==> src/hw/rtl/dwq_pkg.sv <==
// ---------------------------------------------------------------------------
// dwq_pkg
// Shared types and codes of the deferred work queue.
// ---------------------------------------------------------------------------
package dwq_pkg;

  localparam int DEF_RING_DEPTH   = 16;
  localparam int DEF_USABLE_DEPTH = 15;
  localparam int DEF_LINE_COUNT   = 16;
  localparam int DEF_WORK_SLOTS   = 16;

  localparam logic [7:0] NO_LINE = 8'd255;

  // modes
  localparam logic [2:0] M_INIT     = 3'd0;
  localparam logic [2:0] M_SCHEDULE = 3'd1;
  localparam logic [2:0] M_CANCEL   = 3'd2;
  localparam logic [2:0] M_DISPATCH = 3'd3;
  localparam logic [2:0] M_COMPLETE = 3'd4;
  localparam logic [2:0] M_READ     = 3'd5;

  // status codes
  localparam logic [2:0] ST_OK       = 3'd0;
  localparam logic [2:0] ST_STATE    = 3'd1;
  localparam logic [2:0] ST_OVERFLOW = 3'd2;
  localparam logic [2:0] ST_NOTFOUND = 3'd3;
  localparam logic [2:0] ST_INVALID  = 3'd4;

  // flag bit positions
  localparam int F_INIT    = 0;
  localparam int F_QUEUED  = 1;
  localparam int F_RUNNING = 2;
  localparam int F_CANCEL  = 3;
  localparam int F_RERUN   = 4;

  // global counters
  localparam int G_SCHED  = 0;
  localparam int G_DISP   = 1;
  localparam int G_COAL   = 2;
  localparam int G_RERUN  = 3;
  localparam int G_CANCEL = 4;
  localparam int G_REJ    = 5;
  localparam int G_PEAK   = 6;
  localparam int G_CTX    = 7;
  localparam int G_RUN    = 8;
  localparam int G_COUNT  = 9;

  // per-line counters
  localparam int L_SCHED  = 0;
  localparam int L_DISP   = 1;
  localparam int L_COAL   = 2;
  localparam int L_REJ    = 3;
  localparam int L_CANCEL = 4;
  localparam int L_COUNT  = 5;

  localparam int OP_BITS = G_COUNT + L_COUNT;

  localparam logic [3:0] SEL_LAST_GLOBAL = 4'd8;
  localparam logic [3:0] SEL_LAST_LINE   = 4'd13;

  typedef struct packed {
    logic [2:0] mode;
    logic [3:0] work_id;
    logic [7:0] line_id;
    logic [3:0] counter_select;
    logic       irq_enable;
  } in_t;

  typedef struct packed {
    logic [2:0]  result_status;
    logic        dispatch_valid;
    logic [3:0]  dispatch_work;
    logic [4:0]  queued_count;
    logic [31:0] counter_value;
  } out_t;

  typedef struct packed {
    logic       push;
    logic       pop;
    logic       rd_head;
    logic       cmp_start;
    logic [3:0] id;
  } ring_cmd_t;

  typedef enum logic [1:0] {
    CK_NONE = 2'd0,
    CK_INC  = 2'd1,
    CK_DEC  = 2'd2,
    CK_MAX  = 2'd3
  } ctr_kind_t;

  typedef struct packed {
    logic      go;
    ctr_kind_t kind;
  } ctr_cmd_t;

  typedef struct packed {
    logic clearing;
    logic done;
  } ctr_sts_t;

endpackage

==> src/hw/rtl/dwq_ring.sv <==
// ---------------------------------------------------------------------------
// dwq_ring
// Ring of slot numbers with head/tail/count and an in-order compaction walk.
// ---------------------------------------------------------------------------
module dwq_ring #(
  parameter int RING_DEPTH = 16,
  parameter int PW         = $clog2(RING_DEPTH),
  parameter int CNT_W      = $clog2(RING_DEPTH + 1)
) (
  input  logic                clk,
  input  logic                rst,
  input  dwq_pkg::ring_cmd_t  cmd,
  output logic [3:0]          rdata,
  output logic                cmp_done,
  output logic [CNT_W-1:0]    count
);
  import dwq_pkg::*;

  typedef enum logic [2:0] {
    C_IDLE = 3'b001,
    C_RD   = 3'b010,
    C_WR   = 3'b100
  } cmp_state_t;

  logic [3:0]       mem [RING_DEPTH];
  logic [PW-1:0]    head;
  logic [PW-1:0]    tail;
  logic [CNT_W-1:0] i;
  logic [CNT_W-1:0] kept;
  logic [3:0]       cid;
  cmp_state_t       cs;

  function automatic logic [PW-1:0] wrap(input logic [PW:0] s);
    if (s >= (PW+1)'(RING_DEPTH)) return PW'(s - (PW+1)'(RING_DEPTH));
    return PW'(s);
  endfunction

  logic [PW-1:0] rd_idx;
  logic [PW-1:0] wr_idx;
  logic          keep_it;

  assign rd_idx  = wrap((PW+1)'(head) + (PW+1)'(i));
  assign wr_idx  = wrap((PW+1)'(head) + (PW+1)'(kept));
  assign keep_it = (rdata != cid);

  always_ff @(posedge clk) begin
    if (rst) begin
      head     <= '0;
      tail     <= '0;
      count    <= '0;
      cs       <= C_IDLE;
      cmp_done <= 1'b0;
      i        <= '0;
      kept     <= '0;
      cid      <= '0;
    end else begin
      cmp_done <= 1'b0;
      if (cmd.push) begin
        tail  <= wrap((PW+1)'(tail) + (PW+1)'(1));
        count <= count + CNT_W'(1);
      end
      if (cmd.pop) begin
        head  <= wrap((PW+1)'(head) + (PW+1)'(1));
        count <= count - CNT_W'(1);
      end
      case (cs)
        C_IDLE: begin
          if (cmd.cmp_start) begin
            i    <= '0;
            kept <= '0;
            cid  <= cmd.id;
            cs   <= C_RD;
          end
        end
        C_RD: begin
          if (i == count) begin
            count    <= kept;
            tail     <= wr_idx;
            cmp_done <= 1'b1;
            cs       <= C_IDLE;
          end else begin
            cs <= C_WR;
          end
        end
        C_WR: begin
          if (keep_it) kept <= kept + CNT_W'(1);
          i  <= i + CNT_W'(1);
          cs <= C_RD;
        end
        default: cs <= C_IDLE;
      endcase
    end
  end

  always_ff @(posedge clk) begin
    if (cmd.push) begin
      mem[tail] <= cmd.id;
    end else if (cs == C_WR && keep_it) begin
      mem[wr_idx] <= rdata;
    end
    if (cmd.rd_head) begin
      rdata <= mem[head];
    end else if (cs == C_RD) begin
      rdata <= mem[rd_idx];
    end
  end

endmodule

==> src/hw/rtl/dwq_ctr.sv <==
// ---------------------------------------------------------------------------
// dwq_ctr
// Counter store with one shared read-modify-write update unit.
// ---------------------------------------------------------------------------
module dwq_ctr #(
  parameter int LINE_COUNT = 16,
  parameter int CNT_W      = 5,
  parameter int CD         = 9 + LINE_COUNT * 5,
  parameter int AW         = $clog2(CD)
) (
  input  logic               clk,
  input  logic               rst,
  input  dwq_pkg::ctr_cmd_t  cmd,
  input  logic [AW-1:0]      addr,
  input  logic [CNT_W-1:0]   arg,
  output logic [31:0]        rdata,
  output dwq_pkg::ctr_sts_t  sts
);
  import dwq_pkg::*;

  logic [31:0]      mem [CD];
  logic             clearing;
  logic [AW-1:0]    clr_idx;
  logic             upd;
  logic [AW-1:0]    upd_addr;
  ctr_kind_t        upd_kind;
  logic [CNT_W-1:0] upd_arg;
  logic [31:0]      nv;

  always_comb begin
    case (upd_kind)
      CK_INC:  nv = rdata + 32'd1;
      CK_DEC:  nv = (rdata == 32'd0) ? 32'd0 : rdata - 32'd1;
      CK_MAX:  nv = (32'(upd_arg) > rdata) ? 32'(upd_arg) : rdata;
      default: nv = rdata;
    endcase
  end

  always_ff @(posedge clk) begin
    if (rst) begin
      clearing <= 1'b1;
      clr_idx  <= '0;
      upd      <= 1'b0;
    end else begin
      upd <= cmd.go;
      if (clearing) begin
        if (clr_idx == AW'(CD - 1)) clearing <= 1'b0;
        else clr_idx <= clr_idx + AW'(1);
      end
    end
  end

  always_ff @(posedge clk) begin
    if (cmd.go) begin
      rdata    <= mem[addr];
      upd_addr <= addr;
      upd_kind <= cmd.kind;
      upd_arg  <= arg;
    end
    if (clearing) begin
      mem[clr_idx] <= 32'd0;
    end else if (upd && upd_kind != CK_NONE) begin
      mem[upd_addr] <= nv;
    end
  end

  assign sts.clearing = clearing;
  assign sts.done     = upd;

endmodule

==> src/hw/rtl/deferred_work_queue_top.sv <==
// ---------------------------------------------------------------------------
// deferred_work_queue_top
// Deferred work queue: ring of slot numbers, per-slot flags and counters.
// ---------------------------------------------------------------------------
// Usage: raise start with an operation on req while busy is low; the
// transaction is taken at that edge and busy stays high until its result.
// Exactly one result per transaction appears on rsp for one cycle, marked
// by done; the receiver cannot stall, so it must sample rsp when done is high.
// Operations: every counter update goes through the single counter
// read-modify-write port (schedule does up to three, complete up to six).
// Cancel of a queued slot walks the ring one entry at a time. Dispatch
// reads and pops the ring head, cancelled entries being skipped.
// Sequencing: one transaction at a time; busy drops the cycle after done.
// Reset: flags, pointers and counts clear at once; the counter store then
// sweeps itself to zero with busy held high.
// ---------------------------------------------------------------------------
module deferred_work_queue_top #(
  parameter int RING_DEPTH   = dwq_pkg::DEF_RING_DEPTH,
  parameter int USABLE_DEPTH = dwq_pkg::DEF_USABLE_DEPTH,
  parameter int LINE_COUNT   = dwq_pkg::DEF_LINE_COUNT,
  parameter int WORK_SLOTS   = dwq_pkg::DEF_WORK_SLOTS
) (
  input  logic          clk,
  input  logic          rst,
  input  logic          start,
  input  dwq_pkg::in_t  req,
  output logic          busy,
  output logic          done,
  output dwq_pkg::out_t rsp
);
  import dwq_pkg::*;

  localparam int CNT_W = $clog2(RING_DEPTH + 1);
  localparam int CAP   = (USABLE_DEPTH < RING_DEPTH) ? USABLE_DEPTH : RING_DEPTH;
  localparam int CD    = G_COUNT + LINE_COUNT * L_COUNT;
  localparam int AW    = $clog2(CD);
  localparam int WIW   = (WORK_SLOTS > 1) ? $clog2(WORK_SLOTS) : 1;
  localparam int OPW   = $clog2(OP_BITS);

  typedef enum logic [9:0] {
    S_IDLE     = 10'b0000000001,
    S_DECIDE   = 10'b0000000010,
    S_CMP      = 10'b0000000100,
    S_DSP_RD   = 10'b0000001000,
    S_DSP_CHK  = 10'b0000010000,
    S_CTR      = 10'b0000100000,
    S_CTR_WAIT = 10'b0001000000,
    S_RDC      = 10'b0010000000,
    S_RDC_WAIT = 10'b0100000000,
    S_DONE     = 10'b1000000000
  } state_t;

  state_t             state;
  in_t                item;
  logic [4:0]         flags [WORK_SLOTS];
  logic [7:0]         lines [WORK_SLOTS];
  logic [OP_BITS-1:0] op_mask;
  logic               run_dec;
  logic [7:0]         bline;
  logic [2:0]         status;
  logic               dvalid;
  logic [3:0]         dwork;
  logic [31:0]        cval;
  logic [AW-1:0]      rd_addr;

  ring_cmd_t          rcmd;
  logic [3:0]         ring_rdata;
  logic               cmp_done;
  logic [CNT_W-1:0]   count;
  ctr_cmd_t           ccmd;
  logic [AW-1:0]      caddr;
  logic [31:0]        crdata;
  ctr_sts_t           csts;

  // decision on the latched item
  logic [WIW-1:0]     widx;
  logic [4:0]         f;
  logic               wok;
  logic               line_ok;
  logic               bump_ok;
  logic [2:0]         d_status;
  logic [4:0]         d_flags;
  logic               d_flags_we;
  logic               d_line_we;
  logic [OP_BITS-1:0] d_mask;
  logic               d_push;
  logic               d_cmp;
  logic               d_run_dec;
  logic               d_read;
  state_t             d_next;
  logic [AW-1:0]      d_rd_addr;

  assign widx    = WIW'(item.work_id);
  assign f       = flags[widx];
  assign wok     = 32'(item.work_id) < WORK_SLOTS;
  assign line_ok = 32'(item.line_id) < LINE_COUNT;
  assign bump_ok = 32'(lines[widx]) < LINE_COUNT;

  always_comb begin
    d_status   = ST_OK;
    d_flags    = f;
    d_flags_we = 1'b0;
    d_line_we  = 1'b0;
    d_mask     = '0;
    d_push     = 1'b0;
    d_cmp      = 1'b0;
    d_run_dec  = 1'b0;
    d_read     = 1'b0;
    d_next     = S_CTR;
    d_rd_addr  = '0;
    case (item.mode)
      M_INIT: begin
        if (!wok || (!line_ok && item.line_id != NO_LINE)) begin
          d_status = ST_INVALID;
        end else if (f[F_QUEUED] || f[F_RUNNING]) begin
          d_status = ST_STATE;
        end else begin
          d_line_we  = 1'b1;
          d_flags_we = 1'b1;
          d_flags    = 5'b0;
          d_flags[F_INIT] = 1'b1;
        end
      end
      M_SCHEDULE: begin
        if (!wok) begin
          d_status = ST_INVALID;
        end else if (!f[F_INIT]) begin
          d_status = ST_STATE;
        end else if (f[F_QUEUED] || f[F_RUNNING]) begin
          d_flags_we = 1'b1;
          if (!f[F_QUEUED]) d_flags[F_RERUN] = 1'b1;
          d_mask[G_COAL]           = 1'b1;
          d_mask[G_COUNT + L_COAL] = bump_ok;
        end else if (32'(count) >= CAP) begin
          d_status = ST_OVERFLOW;
          d_mask[G_REJ]           = 1'b1;
          d_mask[G_COUNT + L_REJ] = bump_ok;
        end else begin
          d_flags_we = 1'b1;
          d_flags[F_CANCEL] = 1'b0;
          d_flags[F_QUEUED] = 1'b1;
          d_push = 1'b1;
          d_mask[G_SCHED]           = 1'b1;
          d_mask[G_PEAK]            = 1'b1;
          d_mask[G_COUNT + L_SCHED] = bump_ok;
        end
      end
      M_CANCEL: begin
        if (!wok) begin
          d_status = ST_INVALID;
        end else if (!f[F_INIT]) begin
          d_status = ST_STATE;
        end else if (!f[F_QUEUED] && !f[F_RUNNING]) begin
          d_status = ST_NOTFOUND;
        end else begin
          d_flags_we = 1'b1;
          if (f[F_QUEUED]) begin
            d_flags[F_QUEUED] = 1'b0;
            d_flags[F_CANCEL] = 1'b0;
            d_cmp  = 1'b1;
            d_next = S_CMP;
          end else begin
            d_flags[F_CANCEL] = 1'b1;
          end
          d_flags[F_RERUN] = 1'b0;
          d_mask[G_CANCEL]           = 1'b1;
          d_mask[G_COUNT + L_CANCEL] = bump_ok;
        end
      end
      M_DISPATCH: begin
        if (!item.irq_enable) begin
          d_status = ST_STATE;
          d_mask[G_CTX] = 1'b1;
        end else if (count != '0) begin
          d_next = S_DSP_RD;
        end
      end
      M_COMPLETE: begin
        if (!wok) begin
          d_status = ST_INVALID;
        end else if (!f[F_INIT] || !f[F_RUNNING]) begin
          d_status = ST_STATE;
        end else begin
          d_flags_we = 1'b1;
          d_flags[F_RUNNING] = 1'b0;
          d_run_dec = 1'b1;
          d_mask[G_RUN]            = 1'b1;
          d_mask[G_DISP]           = 1'b1;
          d_mask[G_COUNT + L_DISP] = bump_ok;
          if (f[F_RERUN] && !f[F_CANCEL]) begin
            d_flags[F_RERUN] = 1'b0;
            if (32'(count) < CAP) begin
              d_flags[F_QUEUED] = 1'b1;
              d_push = 1'b1;
              d_mask[G_SCHED]           = 1'b1;
              d_mask[G_RERUN]           = 1'b1;
              d_mask[G_COUNT + L_SCHED] = bump_ok;
            end else begin
              d_status = ST_OVERFLOW;
              d_mask[G_REJ]           = 1'b1;
              d_mask[G_COUNT + L_REJ] = bump_ok;
            end
          end else begin
            d_flags[F_RERUN]  = 1'b0;
            d_flags[F_CANCEL] = 1'b0;
          end
        end
      end
      M_READ: begin
        if (item.counter_select <= SEL_LAST_GLOBAL) begin
          d_read    = 1'b1;
          d_rd_addr = AW'(item.counter_select);
        end else if (item.counter_select <= SEL_LAST_LINE && line_ok) begin
          d_read    = 1'b1;
          d_rd_addr = AW'(G_COUNT) + AW'(item.line_id) * AW'(L_COUNT)
                    + AW'(item.counter_select - 4'(G_COUNT));
        end else begin
          d_status = ST_INVALID;
        end
        if (d_read) d_next = S_RDC;
      end
      default: d_status = ST_INVALID;
    endcase
  end

  // lowest pending counter update
  logic [OPW-1:0] op_idx;
  always_comb begin
    op_idx = '0;
    for (int k = OP_BITS - 1; k >= 0; k--) begin
      if (op_mask[k]) op_idx = OPW'(k);
    end
  end

  logic [AW-1:0] op_addr;
  ctr_kind_t     op_kind;
  always_comb begin
    if (32'(op_idx) < G_COUNT) begin
      op_addr = AW'(op_idx);
    end else begin
      op_addr = AW'(G_COUNT) + AW'(bline) * AW'(L_COUNT)
              + AW'(op_idx - OPW'(G_COUNT));
    end
    if (32'(op_idx) == G_PEAK) op_kind = CK_MAX;
    else if (32'(op_idx) == G_RUN && run_dec) op_kind = CK_DEC;
    else op_kind = CK_INC;
  end

  // dispatch: popped slot
  logic [WIW-1:0] vidx;
  logic [4:0]     fv;
  logic [4:0]     fv_next;
  assign vidx = WIW'(ring_rdata);
  assign fv   = flags[vidx];

  always_comb begin
    fv_next = fv;
    fv_next[F_QUEUED] = 1'b0;
    if (fv[F_CANCEL]) begin
      fv_next[F_RUNNING] = 1'b0;
      fv_next[F_CANCEL]  = 1'b0;
    end else begin
      fv_next[F_RUNNING] = 1'b1;
    end
  end

  always_comb begin
    rcmd.push      = (state == S_DECIDE) && d_push;
    rcmd.cmp_start = (state == S_DECIDE) && d_cmp;
    rcmd.rd_head   = (state == S_DSP_RD);
    rcmd.pop       = (state == S_DSP_CHK);
    rcmd.id        = item.work_id;
    ccmd.go        = ((state == S_CTR) && (op_mask != '0)) || (state == S_RDC);
    ccmd.kind      = (state == S_RDC) ? CK_NONE : op_kind;
    caddr          = (state == S_RDC) ? rd_addr : op_addr;
  end

  always_ff @(posedge clk) begin
    if (rst) begin
      state   <= S_IDLE;
      op_mask <= '0;
      for (int k = 0; k < WORK_SLOTS; k++) begin
        flags[k] <= '0;
        lines[k] <= NO_LINE;
      end
    end else begin
      case (state)
        S_IDLE: begin
          if (start && !busy) begin
            item   <= req;
            dvalid <= 1'b0;
            dwork  <= '0;
            cval   <= '0;
            state  <= S_DECIDE;
          end
        end
        S_DECIDE: begin
          status  <= d_status;
          op_mask <= d_mask;
          run_dec <= d_run_dec;
          bline   <= lines[widx];
          rd_addr <= d_rd_addr;
          if (d_flags_we) flags[widx] <= d_flags;
          if (d_line_we) lines[widx] <= item.line_id;
          state <= d_next;
        end
        S_CMP: begin
          if (cmp_done) state <= S_CTR;
        end
        S_DSP_RD: state <= S_DSP_CHK;
        S_DSP_CHK: begin
          flags[vidx] <= fv_next;
          if (fv[F_CANCEL]) begin
            state <= (count > CNT_W'(1)) ? S_DSP_RD : S_DONE;
          end else begin
            dvalid           <= 1'b1;
            dwork            <= ring_rdata;
            op_mask[G_RUN]   <= 1'b1;
            run_dec          <= 1'b0;
            state            <= S_CTR;
          end
        end
        S_CTR: begin
          state <= (op_mask != '0) ? S_CTR_WAIT : S_DONE;
        end
        S_CTR_WAIT: begin
          if (csts.done) begin
            op_mask[op_idx] <= 1'b0;
            state <= S_CTR;
          end
        end
        S_RDC: state <= S_RDC_WAIT;
        S_RDC_WAIT: begin
          if (csts.done) begin
            cval  <= crdata;
            state <= S_DONE;
          end
        end
        S_DONE: state <= S_IDLE;
        default: state <= S_IDLE;
      endcase
    end
  end

  assign busy = (state != S_IDLE) || csts.clearing;
  assign done = (state == S_DONE);

  always_comb begin
    rsp.result_status  = status;
    rsp.dispatch_valid = dvalid;
    rsp.dispatch_work  = dwork;
    rsp.queued_count   = 5'(count);
    rsp.counter_value  = cval;
  end

  dwq_ring #(
    .RING_DEPTH(RING_DEPTH)
  ) u_ring (
    .clk     (clk),
    .rst     (rst),
    .cmd     (rcmd),
    .rdata   (ring_rdata),
    .cmp_done(cmp_done),
    .count   (count)
  );

  dwq_ctr #(
    .LINE_COUNT(LINE_COUNT),
    .CNT_W     (CNT_W)
  ) u_ctr (
    .clk  (clk),
    .rst  (rst),
    .cmd  (ccmd),
    .addr (caddr),
    .arg  (count),
    .rdata(crdata),
    .sts  (csts)
  );

  // accepted transaction keeps the block busy in the next cycle
  a_accept_busy: assert property (@(posedge clk) disable iff (rst)
    (start && !busy) |=> busy)
    else $error("transaction accepted but block not busy");

  // ring holds no more than the usable depth whenever a result is done
  a_cap: assert property (@(posedge clk) disable iff (rst)
    done |-> (32'(count) <= CAP))
    else $error("ring holds more than its usable depth");

  // a popped slot is only reported with a good status
  a_disp_ok: assert property (@(posedge clk) disable iff (rst)
    (done && rsp.dispatch_valid) |-> (rsp.result_status == ST_OK))
    else $error("dispatch reported with error status");

  // counter store is not touched by the sequencer while it is clearing
  a_no_go_clear: assert property (@(posedge clk) disable iff (rst)
    csts.clearing |-> !ccmd.go)
    else $error("counter access during clearing sweep");

endmodule
==> config.mk <==
export PLATFORM = sky130hd
export DESIGN_NAME = deferred_work_queue_top
export DESIGN_NICKNAME = d
export VERILOG_FILES = /design/src/hw/rtl/dwq_pkg.sv /design/src/hw/rtl/dwq_ring.sv /design/src/hw/rtl/dwq_ctr.sv /design/src/hw/rtl/deferred_work_queue_top.sv
export SDC_FILE = /design/constraint.sdc
export NUM_CORES = 2
export LEC_CHECK = 0
export BUFFER_PORTS_ARGS = -buffer_cell sky130_fd_sc_hd__buf_4
export CAP_MARGIN = 20
export CORE_UTILIZATION = 38
export DETAILED_ROUTE_END_ITERATION = 12
export PLACE_DENSITY_LB_ADDON = 0.2
export SYNTH_ARGS = -nofsm -noshare
export SYNTH_HDL_FRONTEND = slang
export SYNTH_HIERARCHICAL = 1
export SYNTH_SLANG_ARGS = --single-unit
==> constraint.sdc <==
create_clock -name clk -period 10.7 [get_ports clk]
set_input_delay 0 -clock clk [delete_from_list [all_inputs] [get_ports clk]]
set_output_delay 0 -clock clk [all_outputs]
set_load 0.02 [all_outputs]
==> impl_metrics.json <==
{
  "outcome": "finished, final reports clean",
  "period_share_pct": 71.3,
  "drive_above_1_share_pct": 27.0,
  "finalSetupTns_ns": 0,
  "cts.htree.levels": 5,
  "synthArstFlopShare_pct": 0,
  "die_h_microns": 595,
  "startpoint_type": "flop",
  "synth-edff-count": 3245,
  "clk_pin_slew_ns": 0.06,
  "yosysWarnings": 6,
  "r2r_slack_ns": 3.07,
  "fillers": 29900,
  "nNetsFinal": 7129,
  "crit_path_end_kind": "flop",
  "crit_arrival_ns": 8.27,
  "grt_pass1_vias": 69800,
  "met3_length_microns": 30600,
  "max-cap-violations": 0,
  "grt_max_degree": 109,
  "core_area_sq_um": 350000,
  "die-area_sq_um": 355000,
  "p_per_area_nw_per_um2": 171,
  "initial_core_util_pct": 38.2,
  "vias": 70200,
  "drt_iter0_drc": 8801,
  "dp.cells": 11200,
  "crit_fanout": 55,
  "postRouteWirelength_microns": 387000,
  "critPathLaunch": "op_mask[13]$_SDFFE_PP0P_",
  "clk_latency_ns": 0.95,
  "rows": 217,
  "overflow": 0,
  "cts_setup_buffers": 0,
  "hold_path.class": "input pin to flop",
  "peakVddDrop_mv": 0.147,
  "dp_slack_ns": 3.06,
  "drc": 0,
  "rr_endpoint": "u_ctr/rdata[15]$_DFFE_PP_",
  "fin_crit_ns": 7.63,
  "ant_nets": 0,
  "pin_count": 70,
  "syn-mean-instance-area_sq_um": 20.0,
  "fin_cells": 11900,
  "synthFlopType": "edfxtp_1",
  "cts_buffer_depth": 4,
  "wl_met1_microns": 165000,
  "numCtsBuffers": 351,
  "worstReg2RegStart": "op_mask[13]$_SDFFE_PP0P_",
  "cts_root_buf": "clkbuf_16",
  "cts_resized": 0,
  "fp.dieW_microns": 595,
  "seqCellArea_sq_um": 98900,
  "routedWlPerCell_microns": 32.5,
  "cts_tree": "done",
  "setup_ws_ns": 3.07,
  "rr_worst_depth": 23,
  "antenna_found_initial": 23,
  "skew_ns": 0.0851,
  "cts_sinks": 3317,
  "layout_common_cells": "3245 x edfxtp_1, 889 x mux4_2, 359 x clkbuf_16",
  "drt-vias-per-instance": 5.88,
  "cts_hold_buf": 42,
  "syn_inst": 6691,
  "grt_pass1_wl_microns": 546000,
  "required_ns": 11.34,
  "hold_viol": 0,
  "endpoint": "u_ctr/rdata[15]$_DFFE_PP_",
  "place_congestion": 0.932,
  "rsz0062_at_grt": "no",
  "finalSetupViolCount": 0,
  "hold_start": "rst",
  "synth_nets": 6784,
  "relSlewSlack_pct": 14.4,
  "syn_area_sq_um": 134000,
  "yosysSeqAreaShare_pct": 73.9,
  "hpwlAfterDp_microns": 227000,
  "leakagePower_nw": 46.8,
  "holdWs_ns": 0.189,
  "grtUsageTotal_pct": 21.6,
  "layout_commonest_cell": "edfxtp_1",
  "max_freq_mhz": 131,
  "io_buffers": 69,
  "area_growth_pct": 14.6,
  "top_layer": "met4",
  "synth_seq_cells": 3317,
  "max_slew.worst_pin.slew_ns": 1.28,
  "firstDrtPassIters": 6,
  "routed-wl-met2_microns": 182000,
  "ys_types": 95,
  "critical_path_class": "flop to flop",
  "multi_input_area_sq_um": 34200,
  "slew_violations": 0
}
==> registers in the layout, summed over array words and instances, names as in the netlist, 4 cells and up, named ones only <==
register / flops
flags: 80
rd_addr: 7
lines: 128
u_ctr/upd_arg: 5
u_ctr/upd_addr: 7
u_ring/head: 4
u_ctr/rdata: 32
u_ring/i: 5
op_mask: 14
item: 16
state: 10
u_ring/mem: 64
cval: 32
u_ring/rdata: 4
u_ring/cid: 4
u_ring/count: 5
widx: 4
bline: 7
u_ring/kept: 5
u_ring/tail: 4
dwork: 4
u_ctr/mem: 2848
u_ctr/clr_idx: 7
==> critical path: stages (launching register included) <==
cell and delay (ns):
dfxtp_1 0.40, nor2b_1 0.15, o21bai_1 0.06, a21oi_1 0.18, o21bai_1 0.09, a211oi_1 0.75, inv_1 0.23, ha_1 0.27
inv_1 0.08, xnor2_1 0.08, ha_1 0.30, ha_1 0.31, ha_1 0.31, a21o_1 0.17, a21oi_1 0.22, o21bai_1 0.10
a21oi_1 0.18, xnor2_1 0.12, o21ai_4 0.88, buf_4 0.80, or2_2 0.33, nor2_1 0.14, a222oi_1 0.91, o21ai_0 0.19
==> layout make-up <==
type                       instances  share of cell area [%]
tap                             4599                    3.75
clock inverter                   182                    1.07
antenna                           17                  0.0277
inverter                          79                   0.201
timing repair buffer             374                    2.07
clock buffer                     453                    6.12
sequential                      3317                    64.5
multi-input combinational       2913                    22.3
==> per-stage QoR <==
stage	utilization [%]	power, mW	instance area, sq um
2_1_floorplan	-	14.5	134000
3_3_place_gp	40.5	14.6	142000
3_5_place_dp	40.5	14.6	142000
4_1_cts	43.8	26.4	153000
5_1_grt	43.8	26.9	153000
6_report	43.8	26.2	153000
==> Yosys cell counts, drive strengths merged, types with 33 or more instances <==
master / count / share of area [%]
nand2: 258 / 0.72
dfxtp: 72 / 1.1
buf: 166 / 0.61
xnor2: 38 / 0.25
ha: 58 / 0.54
or2: 95 / 0.44
and2: 53 / 0.25
edfxtp: 3245 / 73
inv: 76 / 0.21
xor2: 33 / 0.22
o21ai: 125 / 0.47
mux4: 897 / 15
mux2i: 117 / 0.88
nand2b: 52 / 0.25
clkbuf: 216 / 0.61
nand3: 158 / 0.59
a221oi: 50 / 0.33
a31oi: 37 / 0.18
nor2: 299 / 0.85
a21oi: 106 / 0.40
nor3: 64 / 0.26
==> worst min path at each step <==
stage | to | slack, ns | depth (start not counted)
2_1_floorplan | item[0]$_DFFE_PP_ | 0.1 | 0
3_3_place_gp | item[11]$_DFFE_PP_ | 0.18 | 1
3_5_place_dp | item[11]$_DFFE_PP_ | 0.18 | 1
4_1_cts | u_ctr/clr_idx[4]$_SDFFE_PP0P_ | 0.11 | 3
5_1_grt | u_ctr/clr_idx[4]$_SDFFE_PP0P_ | 0.17 | 3
6_report | u_ctr/clr_idx[2]$_SDFFE_PP0P_ | 0.19 | 3
==> cells by family after synthesis <==
group	synth area share [%]
fa+ha+maj	0.729
compound gates	2.87
flops	73.9
buf+inv	1.45
xor+xnor	0.465
mux	16.1
simple gates	4.50
==> power breakdown <==
group	leakage (nW)	switching, mW	internal (mW)	total (mW)
clock network	5.40	5.05	6.78	11.8
logic	11.1	0.170	0.0776	0.248
registers	30.3	0.0134	14.1	14.1
==> routing by layer <==
metal / track usage [%] / up-vias
met5: 0 / -
met4: 5.58 / 0
met3: 3.56 / 517
met2: 34.1 / 3068
met1: 31.3 / 38100
li1: - / 28500
(Power assumes the default switching activity.)
